<file path="config.mk">
export PLATFORM = sky130hd
export DESIGN_NAME = input_shaper_convolver
export DESIGN_NICKNAME = d
export VERILOG_FILES = /design/src/rtl/isc_pkg.sv /design/src/rtl/isc_delay_line.sv /design/src/rtl/isc_tap_seq.sv /design/src/rtl/isc_mac.sv /design/src/rtl/input_shaper_convolver.sv
export SDC_FILE = /design/constraint.sdc
export NUM_CORES = 2
export LEC_CHECK = 0
export ABC_CLOCK_PERIOD_IN_PS = 10600
export BUFFER_PORTS_ARGS = -buffer_cell sky130_fd_sc_hd__clkbuf_2
export CORE_MARGIN = 8
export CORE_UTILIZATION = 33
export DETAILED_ROUTE_END_ITERATION = 7
export PLACE_DENSITY = 0.53
export SLEW_MARGIN = 20
export SYNTH_ARGS = -nofsm -noshare
export SYNTH_HDL_FRONTEND = slang
export SYNTH_SLANG_ARGS = --single-unit
</file>
<file path="constraint.sdc">
create_clock -name clock -period 10.6 [get_ports clock]
set_clock_uncertainty 0.1 [all_clocks]
set_input_delay 1.06 -clock clock [delete_from_list [all_inputs] [get_ports clock]]
set_output_delay 1.06 -clock clock [all_outputs]
set_load 0.005 [all_outputs]
</file>
<file path="src/rtl/isc_pkg.sv">
// ----------------------------------------------------------------------------
// isc_pkg
// Shared types and constants for the input shaper convolver: field widths,
// register indexes and the control word that travels with each tap read.
// ----------------------------------------------------------------------------
package isc_pkg;

   // Default geometry
   localparam int DEPTH_DEF = 256;
   localparam int TAPS_DEF  = 4;

   // Fixed field widths
   localparam int MAX_TAPS   = 4;
   localparam int TAP_IDX_W  = 2;
   localparam int SAMPLE_W   = 16;
   localparam int AMP_W      = 16;
   localparam int LAG_W      = 8;
   localparam int LAG_RANGE  = 1 << LAG_W;
   localparam int CSR_IDX_W  = 3;
   localparam int CSR_DATA_W = 16;

   // Arithmetic: Q2.14 amplitudes, 32-bit products, 34-bit sum of four
   localparam int QBITS    = 14;
   localparam int HALF_LSB = 1 << (QBITS - 1);
   localparam int PROD_W   = SAMPLE_W + AMP_W;
   localparam int ACC_W    = PROD_W + TAP_IDX_W;

   typedef logic signed [AMP_W-1:0] amp_type;

   localparam amp_type AMP_FIRST_RESET = amp_type'(16384);

   // Register indexes
   typedef enum logic [CSR_IDX_W-1:0] {
      CSR_AMP_FIRST  = 3'd0,
      CSR_AMP_SECOND = 3'd1,
      CSR_AMP_THIRD  = 3'd2,
      CSR_AMP_FOURTH = 3'd3,
      CSR_LAG_FIRST  = 3'd4,
      CSR_LAG_SECOND = 3'd5,
      CSR_LAG_THIRD  = 3'd6,
      CSR_LAG_FOURTH = 3'd7
   } csr_idx_type;

   // Control word aligned with one delay-line read
   typedef struct packed {
      logic                 vld;
      logic                 keep;   // entry has been written since reset
      logic                 first;
      logic                 last;
      logic [TAP_IDX_W-1:0] tap;
   } tap_ctl_type;

endpackage

</file>
<file path="src/rtl/isc_delay_line.sv">
// ----------------------------------------------------------------------------
// isc_delay_line
// Circular sample memory: one write port, one read port, registered read
// data. A read and a write to the same entry in one cycle return old data.
// ----------------------------------------------------------------------------
module isc_delay_line import isc_pkg::*; #(
   parameter  int DEPTH = DEPTH_DEF,
   localparam int AW    = $clog2(DEPTH)
) (
   input  logic                clock,
   input  logic                adv,
   input  logic                wr_en,
   input  logic [AW-1:0]       wr_addr,
   input  logic [SAMPLE_W-1:0] wr_data,
   input  logic [AW-1:0]       rd_addr,
   output logic [SAMPLE_W-1:0] rd_data
);

   logic [SAMPLE_W-1:0] mem [DEPTH];
   logic [SAMPLE_W-1:0] rd_data_ff;

   // Store the incoming sample
   always_ff @(posedge clock) begin
      if (wr_en) begin
         mem[wr_addr] <= wr_data;
      end
   end

   // Read one tap per cycle; hold while the pipeline is frozen
   always_ff @(posedge clock) begin
      if (adv) begin
         rd_data_ff <= mem[rd_addr];
      end
   end

   assign rd_data = rd_data_ff;

endmodule

</file>
<file path="src/rtl/isc_tap_seq.sv">
// ----------------------------------------------------------------------------
// isc_tap_seq
// Tap sequencer: takes a transaction, writes its sample into the delay line
// and then issues one read per tap. Tracks the write slot and whether the
// delay line has wrapped, so entries never written read as zero.
// ----------------------------------------------------------------------------
module isc_tap_seq import isc_pkg::*; #(
   parameter  int DEPTH = DEPTH_DEF,
   parameter  int TAPS  = TAPS_DEF,
   localparam int AW    = $clog2(DEPTH)
) (
   input  logic          clock,
   input  logic          reset,
   input  logic          adv,
   input  logic          req_valid,
   output logic          req_stall,
   input  logic [AW-1:0] lag [MAX_TAPS],
   output logic          wr_en,
   output logic [AW-1:0] wr_addr,
   output logic [AW-1:0] rd_addr,
   output tap_ctl_type   rd_ctl
);

   localparam logic [TAP_IDX_W-1:0] LAST_TAP = TAP_IDX_W'(TAPS - 1);
   localparam logic [AW-1:0]        TOP_SLOT = AW'(DEPTH - 1);
   localparam logic [AW-1:0]        DEPTH_AW = AW'(DEPTH);

   logic                 busy_ff;
   logic [TAP_IDX_W-1:0] tap_ff;
   logic [AW-1:0]        cur_slot_ff;
   logic [AW-1:0]        wr_slot_ff;
   logic                 wrapped_ff;
   tap_ctl_type          ctl_ff;
   tap_ctl_type          ctl_in;

   logic          ready;
   logic          accept;
   logic          issue;
   logic          is_last;
   logic [AW:0]   diff;
   logic          borrow;

   // Free for a new transaction when idle or issuing the last tap
   assign is_last   = (tap_ff == LAST_TAP);
   assign ready     = !busy_ff || is_last;
   assign accept    = req_valid && ready && adv;
   assign req_stall = !(ready && adv);
   assign issue     = busy_ff && adv;

   // Write the sample at the current slot on acceptance
   assign wr_en   = accept;
   assign wr_addr = wr_slot_ff;

   // Form the circular read address: slot minus lag, wrapped at depth
   assign diff    = {1'b0, cur_slot_ff} - {1'b0, lag[tap_ff]};
   assign borrow  = diff[AW];
   assign rd_addr = borrow ? (diff[AW-1:0] + DEPTH_AW) : diff[AW-1:0];

   always_comb begin
      ctl_in.vld   = issue;
      ctl_in.keep  = wrapped_ff || !borrow;
      ctl_in.first = (tap_ff == '0);
      ctl_in.last  = is_last;
      ctl_in.tap   = tap_ff;
   end

   // Advance slot, fill state and tap counter
   always_ff @(posedge clock) begin
      if (reset) begin
         busy_ff     <= 1'b0;
         tap_ff      <= '0;
         wr_slot_ff  <= '0;
         wrapped_ff  <= 1'b0;
         ctl_ff.vld  <= 1'b0;
      end else if (adv) begin
         ctl_ff <= ctl_in;
         if (accept) begin
            busy_ff     <= 1'b1;
            tap_ff      <= '0;
            cur_slot_ff <= wr_slot_ff;
            if (wr_slot_ff == TOP_SLOT) begin
               wr_slot_ff <= '0;
               wrapped_ff <= 1'b1;
            end else begin
               wr_slot_ff <= wr_slot_ff + 1'b1;
            end
         end else if (issue) begin
            if (is_last) begin
               busy_ff <= 1'b0;
            end else begin
               tap_ff <= tap_ff + 1'b1;
            end
         end
      end
   end

   assign rd_ctl = ctl_ff;

endmodule

</file>
<file path="src/rtl/isc_mac.sv">
// ----------------------------------------------------------------------------
// isc_mac
// Multiply each tap read by its amplitude, accumulate over the taps of one
// transaction, round to nearest, saturate and hold the result for output.
// ----------------------------------------------------------------------------
module isc_mac import isc_pkg::*; (
   input  logic                       clock,
   input  logic                       reset,
   input  tap_ctl_type                rd_ctl,
   input  logic [SAMPLE_W-1:0]        rd_data,
   input  amp_type                    amp [MAX_TAPS],
   input  logic                       rsp_stall,
   output logic                       adv,
   output logic                       rsp_valid,
   output logic signed [SAMPLE_W-1:0] rsp_shaped_sample,
   output logic                       rsp_clipped
);

   localparam int RND_W = ACC_W - QBITS;
   localparam logic signed [RND_W-1:0] RND_MAX = RND_W'(32767);
   localparam logic signed [RND_W-1:0] RND_MIN = RND_W'(-32768);
   localparam logic signed [ACC_W-1:0] ACC_HALF = ACC_W'(HALF_LSB);

   logic signed [SAMPLE_W-1:0] data_eff;
   amp_type                    amp_sel;
   logic signed [PROD_W-1:0]   prod_in;
   logic signed [PROD_W-1:0]   prod_ff;
   logic                       p_vld_ff;
   logic                       p_first_ff;
   logic                       p_last_ff;
   logic signed [ACC_W-1:0]    acc_base;
   logic signed [ACC_W-1:0]    acc_in;
   logic signed [ACC_W-1:0]    acc_ff;
   logic                       done_ff;
   logic signed [ACC_W-1:0]    biased;
   logic signed [RND_W-1:0]    rounded;
   logic signed [SAMPLE_W-1:0] sat_in;
   logic                       clip_in;
   logic                       rsp_valid_ff;
   logic signed [SAMPLE_W-1:0] rsp_sample_ff;
   logic                       rsp_clip_ff;

   // Freeze everything while a finished sum cannot move into a held output
   assign adv = !(done_ff && rsp_valid_ff && rsp_stall);

   // Product stage: drop entries never written
   assign data_eff = rd_ctl.keep ? $signed(rd_data) : '0;
   assign amp_sel  = amp[rd_ctl.tap];
   assign prod_in  = amp_sel * data_eff;

   always_ff @(posedge clock) begin
      if (reset) begin
         p_vld_ff <= 1'b0;
      end else if (adv) begin
         p_vld_ff <= rd_ctl.vld;
      end
   end

   always_ff @(posedge clock) begin
      if (adv) begin
         prod_ff    <= prod_in;
         p_first_ff <= rd_ctl.first;
         p_last_ff  <= rd_ctl.last;
      end
   end

   // Accumulate stage: restart on the first tap
   always_comb begin
      if (p_first_ff) begin
         acc_base = '0;
      end else begin
         acc_base = acc_ff;
      end
      acc_in = acc_base + ACC_W'(prod_ff);
   end

   always_ff @(posedge clock) begin
      if (reset) begin
         done_ff <= 1'b0;
      end else if (adv) begin
         done_ff <= p_vld_ff && p_last_ff;
      end
   end

   always_ff @(posedge clock) begin
      if (adv && p_vld_ff) begin
         acc_ff <= acc_in;
      end
   end

   // Round half up, then saturate to 16 bits
   always_comb begin
      biased  = acc_ff + ACC_HALF;
      rounded = biased[ACC_W-1:QBITS];
      clip_in = 1'b0;
      sat_in  = rounded[SAMPLE_W-1:0];
      if (rounded > RND_MAX) begin
         sat_in  = RND_MAX[SAMPLE_W-1:0];
         clip_in = 1'b1;
      end else if (rounded < RND_MIN) begin
         sat_in  = RND_MIN[SAMPLE_W-1:0];
         clip_in = 1'b1;
      end
   end

   // Output register: load a finished sum, drop the valid once taken
   always_ff @(posedge clock) begin
      if (reset) begin
         rsp_valid_ff <= 1'b0;
      end else if (done_ff && adv) begin
         rsp_valid_ff <= 1'b1;
      end else if (!rsp_stall) begin
         rsp_valid_ff <= 1'b0;
      end
   end

   always_ff @(posedge clock) begin
      if (done_ff && adv) begin
         rsp_sample_ff <= sat_in;
         rsp_clip_ff   <= clip_in;
      end
   end

   assign rsp_valid         = rsp_valid_ff;
   assign rsp_shaped_sample = rsp_sample_ff;
   assign rsp_clipped       = rsp_clip_ff;

endmodule

</file>
<file path="src/rtl/input_shaper_convolver.sv">
// ----------------------------------------------------------------------------
// input_shaper_convolver
// Input shaper: each sample enters a circular delay line and the result is
// the rounded, saturated sum of up to four amplitude-weighted delayed samples.
//
//   channel   direction  handshake              payload
//   req_      in         req_valid / req_stall  req_ref_sample
//   rsp_      out        rsp_valid / rsp_stall  rsp_shaped_sample, rsp_clipped
//   csr_      in         csr_write_en           csr_index, csr_wdata
//
// The taps are read one per cycle, while the pipeline is not frozen, through
// the single read port of the delay-line memory. The next transaction is
// taken in the cycle its predecessor issues its last tap. Each tap read passes
// through the read, product and accumulate registers into the output register.
// Reset is synchronous. The delay line is not cleared: the write slot and a
// wrapped flag mark entries never written, and those read as zero.
// A held result with rsp_stall high lets the pipeline run on until the next
// sum is complete, then freezes it and stalls the request side.
// ----------------------------------------------------------------------------
module input_shaper_convolver import isc_pkg::*; #(
   parameter  int DEPTH = DEPTH_DEF,
   parameter  int TAPS  = TAPS_DEF,
   localparam int AW    = $clog2(DEPTH)
) (
   input  logic                         clock,
   input  logic                         reset,
   input  logic                         req_valid,
   output logic                         req_stall,
   input  logic signed [SAMPLE_W-1:0]   req_ref_sample,
   output logic                         rsp_valid,
   input  logic                         rsp_stall,
   output logic signed [SAMPLE_W-1:0]   rsp_shaped_sample,
   output logic                         rsp_clipped,
   input  logic                         csr_write_en,
   input  logic [CSR_IDX_W-1:0]         csr_index,
   input  logic [CSR_DATA_W-1:0]        csr_wdata
);

   amp_type       amp_ff [MAX_TAPS];
   amp_type       amp_in [MAX_TAPS];
   logic [AW-1:0] lag_ff [MAX_TAPS];
   logic [AW-1:0] lag_in [MAX_TAPS];
   logic [AW-1:0] lag_mod [LAG_RANGE];

   logic                adv;
   logic                wr_en;
   logic [AW-1:0]       wr_addr;
   logic [AW-1:0]       rd_addr;
   logic [SAMPLE_W-1:0] rd_data;
   tap_ctl_type         rd_ctl;

   // Reduce each possible lag modulo the delay-line depth
   for (genvar g = 0; g < LAG_RANGE; g++) begin : g_lag_mod
      assign lag_mod[g] = AW'(g % DEPTH);
   end

   // Decode register writes
   always_comb begin
      amp_in = amp_ff;
      lag_in = lag_ff;
      if (csr_write_en) begin
         unique case (csr_idx_type'(csr_index))
            CSR_AMP_FIRST:  amp_in[0] = amp_type'(csr_wdata);
            CSR_AMP_SECOND: amp_in[1] = amp_type'(csr_wdata);
            CSR_AMP_THIRD:  amp_in[2] = amp_type'(csr_wdata);
            CSR_AMP_FOURTH: amp_in[3] = amp_type'(csr_wdata);
            CSR_LAG_FIRST:  lag_in[0] = lag_mod[csr_wdata[LAG_W-1:0]];
            CSR_LAG_SECOND: lag_in[1] = lag_mod[csr_wdata[LAG_W-1:0]];
            CSR_LAG_THIRD:  lag_in[2] = lag_mod[csr_wdata[LAG_W-1:0]];
            CSR_LAG_FOURTH: lag_in[3] = lag_mod[csr_wdata[LAG_W-1:0]];
         endcase
      end
   end

   always_ff @(posedge clock) begin
      if (reset) begin
         amp_ff <= '{AMP_FIRST_RESET, '0, '0, '0};
         lag_ff <= '{'0, '0, '0, '0};
      end else begin
         amp_ff <= amp_in;
         lag_ff <= lag_in;
      end
   end

   isc_tap_seq #(
      .DEPTH (DEPTH),
      .TAPS  (TAPS)
   ) u_tap_seq (
      .clock     (clock),
      .reset     (reset),
      .adv       (adv),
      .req_valid (req_valid),
      .req_stall (req_stall),
      .lag       (lag_ff),
      .wr_en     (wr_en),
      .wr_addr   (wr_addr),
      .rd_addr   (rd_addr),
      .rd_ctl    (rd_ctl)
   );

   isc_delay_line #(
      .DEPTH (DEPTH)
   ) u_delay_line (
      .clock   (clock),
      .adv     (adv),
      .wr_en   (wr_en),
      .wr_addr (wr_addr),
      .wr_data (req_ref_sample),
      .rd_addr (rd_addr),
      .rd_data (rd_data)
   );

   isc_mac u_mac (
      .clock             (clock),
      .reset             (reset),
      .rd_ctl            (rd_ctl),
      .rd_data           (rd_data),
      .amp               (amp_ff),
      .rsp_stall         (rsp_stall),
      .adv               (adv),
      .rsp_valid         (rsp_valid),
      .rsp_shaped_sample (rsp_shaped_sample),
      .rsp_clipped       (rsp_clipped)
   );

endmodule
</file>
==> After elaboration in Yosys (flattened, before gate mapping) <==
Memory sizes are Yosys's and may differ from the RTL's. A register that Yosys moved wholly into a read port is not among the register bits.
Index checks and enable logic that the tools add are counted.
Widths: inputs -> output; s select.
{ "word_totals": {"regBits": 210, "ramBits": 4096, "rom_bits": 2048, "inputBits": 40, "out_inout_bits": 19, "n_memories": 2} }
{ "memory_table": {"columns": ["memory", "words", "width", "rd", "rd_clocked_by_memory_dff", "write_ports", "line_no", "rtl"], "rows": [
  ["u_delay_line.mem", 256, 16, 1, 1, 1, "isc_delay_line.sv:19", "logic [SAMPLE_W-1:0] mem [DEPTH];"],
  ["(name not given)", 256, 8, 1, 0, 0, "input_shaper_convolver.sv:70", "CSR_LAG_FOURTH: lag_in[3] = lag_mod[csr_wdata[LAG_W-1:0]];"]
]} }
{ "op_classes": {"add_sub_neg": 5, "n_mul": 1, "magnitude_cmp": 5, "n_eq_ne": 11, "muxes": 23, "bitwise": 5, "n_reduce_logical": 34} }
{ "op_table": {"columns": ["op", "count"], "rows": [
  ["$mux 16", 4],
  ["$mux 8", 5],
  ["$add 34x15->34 const B", 1],
  ["$add 34x32->34", 1],
  ["$mux 34", 1],
  ["$bmux 16 s2", 1],
  ["$mul 16x16->32", 1],
  ["$gt 20x16->1 const B", 1],
  ["$lt 20x16->1 const B", 1],
  ["$reduce_and 2->1", 10],
  ["$bmux 8 s2", 1],
  ["$eq 3x3->1 const B", 4],
  ["$reduce_and 3->1", 4],
  ["$ge 9x9->1 const B", 1],
  ["$logic_and 1x1->1", 9],
  ["$not 8->9", 1],
  ["$sub 8x8->9", 1],
  ["$add 8x1->8 const B", 1],
  ["$eq 8x8->1 const B", 1],
  ["$mux 1", 8],
  ["$eq 3x2->1 const B", 2],
  ["$ge 3x3->1 const B", 2],
  ["$mux 2", 3],
  ["$not 2->3", 2],
  ["10 further kinds", 18]
]} }

==> Longest topological paths before layout <==
{ "logic_depth": {"word_depth": 7, "mapped_depth": 27, "mapped_depth_nobuf": 25} }

==> Modules after synthesis <==
Synthesis repeated with hierarchy kept, for this count alone.
{ "hier_totals": {"hier_cells": 9442, "hier_area_um2": 179410.8} }
{ "modules_own_cells": {"columns": ["module", "instances", "cells_per_inst", "area_each_um2", "seq_area_each_um2"], "rows": [
  ["isc_delay_line", 1, 7360, 158874.9, 123478.4],
  ["isc_mac", 1, 1590, 15089.5, 2612.5],
  ["input_shaper_convolver", 1, 350, 3848.7, 1921.8],
  ["isc_tap_seq", 1, 142, 1597.8, 650.6]
]} }

==> Worst setup path before layout <==
No wires, ideal clock.
{ "synth_path": {"path_kind": "reg2reg", "start": "register u_tap_seq.ctl_ff (netlist bit u_tap_seq.rd_ctl[0])", "end": "register u_mac.prod_ff[30], data pin", "arrival_time_ns": 7.029, "required_ns": 10.242, "slack_ns": 3.214, "path_stages_with_launch": 25, "synth_period_minus_slack_ns": 7.386, "cell_sequence": "edfxtp_1 -> clkbuf_1 -> clkbuf_1 -> mux2_2 -> o21ai_1 -> nor2_1 -> fa_1 -> inv_1 -> fa_1 -> fa_1 -> fa_1 -> inv_1 -> fa_1 -> inv_1 -> fa_1 -> inv_1 -> ha_1 -> a2111oi_0 -> o21ai_0 -> o2111ai_1 -> a41oi_1 -> or4_1 -> a31o_2 -> a21oi_1 -> xnor2_1"} }
{ "synth_via": {"elab_chain_len": 5} }
{ "synth_lines": {"columns": ["item", "line_no", "rtl"], "rows": [
  ["start: declaration", "isc_tap_seq.sv:33", "tap_ctl_type ctl_ff;"],
  ["start signal: assignment", "isc_tap_seq.sv:76", "ctl_ff <= ctl_in;"],
  ["$not 2->3 (not written as such)", "isc_mac.sv:48", "assign amp_sel = amp[rd_ctl.tap];"],
  ["$bmux 16 s2", "isc_mac.sv:48", null],
  ["$mux 16 (not written as such) (2 in a row)", "isc_mac.sv:48", null],
  ["$mul 16x16->32", "isc_mac.sv:49", "assign prod_in = amp_sel * data_eff;"],
  ["named net u_mac.prod_in[30]", "isc_mac.sv:26", "logic signed [PROD_W-1:0] prod_in;"],
  ["end signal: assignment", "isc_mac.sv:61", "prod_ff <= prod_in;"],
  ["end: declaration", "isc_mac.sv:27", "logic signed [PROD_W-1:0] prod_ff;"]
]} }
The timed path passes the listed nets, and every way through them passes these cells. The select of a mux whose other input is x is not followed.
A chain may end at the register's enable or synchronous reset.

==> Worst setup path in the final report <==
Same ends and word-level chain as after synthesis.

==> out/results.ini <==
[floorplanning]
top_level_ports = 59
dieHeight_um = 748
start_util_pct = 33.0
cell_row_count = 269
floorplan.core_area_um2 = 535000
die_width_um = 748
floorplan.die_area_um2 = 560000

[min_path]
hp-class = in -> reg
worst_hold_startpoint = csr_wdata[8]

[setup_path]
worstPathMaxFanout = 18
crit_end = u_mac.prod_ff[30]
crit-reg2reg-capture = u_mac.prod_ff[30]
start_kind = flip-flop
timing_worst_setup_path_type = reg -> reg
rrSetupSlack_ns = 2.16
startpoint = u_tap_seq.rd_ctl[0]
timing.critical_path.slowest_cell_delay_ns = 0.93
worst_r2r_startpoint = u_tap_seq.rd_ctl[0]
cp_data_required_time_ns = 11.17
crit_chain = mux2_2 -> o21ai_1 -> nor2_1 -> fa_1 -> inv_1 -> fa_1 -> fa_1 -> fa_1 -> inv_1 -> fa_1 -> inv_1 -> fa_1 -> inv_1 -> ha_1 -> a2111oi_0 -> o21ai_0 -> o2111ai_1 -> a41oi_1 -> or4_1 -> a31o_2 -> a21oi_1 -> xnor2_1
critical-path-top-cell-by-count = sky130_fd_sc_hd__fa_1
worst_r2r_path_depth = 22
cp_slowest_cell = sky130_fd_sc_hd__edfxtp_1
end_kind = flip-flop
worst-endpoint-arrival_ns = 9.01

[logic_synthesis]
synth_largest_area_cell = sky130_fd_sc_hd__edfxtp_1
synth.yosys.seq_area_share_pct = 72.7
post_synth_inst_count = 8360
syn-cell-area_um2 = 177000
synth_net_count = 8794
synth-main-ff-cell = sky130_fd_sc_hd__edfxtp_1
synth_top_area_share_pct = 71.4
synthMostInstantiatedCell = sky130_fd_sc_hd__edfxtp_1
synthDistinctLibCells = 62
ys_warn_count = 0
number_of_flops_mapped_to_enable_cells_by_yosys = 4210
synth_async_sr_flop_share_pct = 0
yosys-top-cells-count = sky130_fd_sc_hd__edfxtp_1, sky130_fd_sc_hd__mux4_2, sky130_fd_sc_hd__nor2_1, sky130_fd_sc_hd__nand2_1, sky130_fd_sc_hd__inv_1
ys_top_cells_by_area = sky130_fd_sc_hd__edfxtp_1, sky130_fd_sc_hd__mux4_2, sky130_fd_sc_hd__fa_1
avgSynthCellArea_um2 = 21.2
ys_ff_latch = 4322

[routing]
drt_drc_violations_left = 0
drtAntennaViolNets = 0
wl_um = 470000
vias = 84600
avgViaCountPerCell = 5.16
average_detailed_routed_wire_length_per_instance_um = 28.7
drtPass1Iterations = 5
detailedRoute.firstIterationViolations = 9189

[timing]
finalMaxSlewViolations = 0
layout_min_cycle_time_ns = 8.44
finalCritPeriodShare_pct = 79.6
max_slew.worst_pin.slew_ns = 1.16
grt_setup_unrepaired = false
setup-violations-final = 0
fin_tns_setup_ns = 0
finalHoldViolations = 0
fmax_ghz = 0.119
slew_headroom_pct = 20.5
setup_ws_post_layout_ns = 2.16

[clock_tree]
cts_resized = 0
clock_tree.root_cell = sky130_fd_sc_hd__clkbuf_16
clockBufferDepth = 4
cts_num_sinks = 4322
clock_transition_at_path_regs_ns = 0.06
cts_tree = done
clk_latency_ns = 1.04
numCtsBuffers = 444
post-cts-setup-buffers = 0
htree_num_levels = 5
cts_hold_buffers = 0

[place]
globalplace.congestion = 0.784
dpl_worst_slack_ns = 2.30
port-buffer-count = 58
hpwl_um = 277000

[grt]
grt_overflow = 0
grt_antenna_before_repair = 34
via_count_of_the_first_global_routing_pass = 87800
track_usage_pct = 16.4
global_route_wire_length_before_repair_um = 668000
grt_max_degree = 167

[run]
cap_viol_max_count = 0

[power_and_ir_drop]
power-per-cell-area_nw_per_um2 = 204
static-leakage-power_nw = 64.3
vdd_drop_max_v = 0.000255

[cells_and_area]
drive_gt1_share_pct = 27.2
postLayoutCoreUtil_pct = 37.8
n_fill_cell = 48100
nets = 9242
areaGrowthSynthToFinish_pct = 14.4

[outcome]
result_of_the_run = finished clean

## cell usage in the layout (no fill, tap or decap), types with 41 or more instances in the layout
cell,synthesis,routed
sky130_fd_sc_hd__ha_1,130,129
sky130_fd_sc_hd__nor2_1,438,370
sky130_fd_sc_hd__clkinv_2,0,83
sky130_fd_sc_hd__o21ai_0,55,54
sky130_fd_sc_hd__a21oi_1,169,169
sky130_fd_sc_hd__mux4_2,1356,1356
sky130_fd_sc_hd__dfxtp_1,112,112
sky130_fd_sc_hd__fa_1,264,263
sky130_fd_sc_hd__nand3_1,58,42
sky130_fd_sc_hd__buf_4,2,329
sky130_fd_sc_hd__nor2b_1,63,63
sky130_fd_sc_hd__clkbuf_16,0,448
sky130_fd_sc_hd__clkbuf_1,270,77
sky130_fd_sc_hd__mux2i_1,60,58
sky130_fd_sc_hd__clkbuf_2,3,41
sky130_fd_sc_hd__xnor2_1,61,56
sky130_fd_sc_hd__inv_1,320,320
sky130_fd_sc_hd__nor2_2,0,54
sky130_fd_sc_hd__edfxtp_1,4210,4210
sky130_fd_sc_hd__clkinv_1,1,132
sky130_fd_sc_hd__nand2_1,398,397
## through the flow
step / hold slack [ns] / instance area [um2] / std cells / total power [mW]
after detailed placement: 0.308 / 188000 / 15500 / 26.4
final: 0.270 / 202000 / 16400 / 41.2
after global placement: 0.306 / 188000 / 15500 / 26.4
after CTS: 0.167 / 202000 / 16400 / 41.7
after floorplan: 0.300 / 177000 / 8360 / 24.0
after global routing: 0.217 / 202000 / 16400 / 43.0
## routing by layer
metal	GRT usage [%]	wire, um	up-vias
li1	-	-	35000
met1	22.8	201000	46400
met2	27.2	229000	2656
met3	2.59	28500	586
met4	3.99	11800	2
met5	0	13	-
## registers in the layout, summed over array words and instances, names as in the netlist, 2 cells and up
name	cells
u_tap_seq.wr_addr	8
u_mac.acc_ff	34
u_tap_seq.cur_slot_ff	8
u_delay_line.rd_data	16
u_mac.prod_ff	32
lag_ff	32
amp_ff	64
u_tap_seq.rd_ctl	6
u_tap_seq.tap_ff	2
u_mac.rsp_shaped_sample	16
u_delay_line.mem	4096
## kinds of logic (layout without fill, tap and decap cells)
logic type	after synthesis	in the layout	share of synthesized area, %
other	0	12	0
buffers and inverters	735	1560	1.65
and+or+nand+nor	1069	1069	2.56
adders and majority gates	394	394	3.91
DFF	4322	4322	72.7
xor gates and xnor gates	85	85	0.421
AOI/OAI and AO/OA	327	327	1.07
muxes	1428	1428	17.7
## worst min path at each step
stage | endpoint | cells past startpoint
final | amp_ff[24] | 3
after global routing | amp_ff[8] | 3
after CTS | amp_ff[8] | 3
after detailed placement | u_mac.p_last_ff | 0
after global placement | u_mac.p_last_ff | 0
after floorplan | u_mac.p_first_ff | 0
## worst max-delay path, delay by kind of cell (launching register included)
| kind | cells | cell delay, ns |
|---|---|---|
| xor+xnor | 1 | 0.08 |
| flops | 1 | 0.93 |
| fa+ha+maj | 7 | 3.44 |
| simple gates | 2 | 0.65 |
| compound gates | 7 | 2.29 |
| buf+inv | 4 | 0.20 |
| mux | 1 | 0.43 |
## cell type report
class                   count  area [um2]  area share [%]
clock inverters           294        2640            1.30
flip-flops and latches   4322      129000            63.6
repair buffers            416        3510            1.73
diodes                     12        30.0          0.0148
clock buffers             529       11600            5.71
inverters                 321        1200           0.595
well taps                7181        8980            4.44
multi-input cells        3303       45800            22.6
## where the power goes
part	leakage [nW]	total, mW	internal (mW)	switching [mW]
Sequential	38.8	19.2	19.1	0.117
Combinational	18.5	6.80	2.75	4.05
Clock	6.93	15.3	8.63	6.62
Total	64.3	41.2	30.5	10.8
Note: power is estimated with default switching activity, not from simulation.
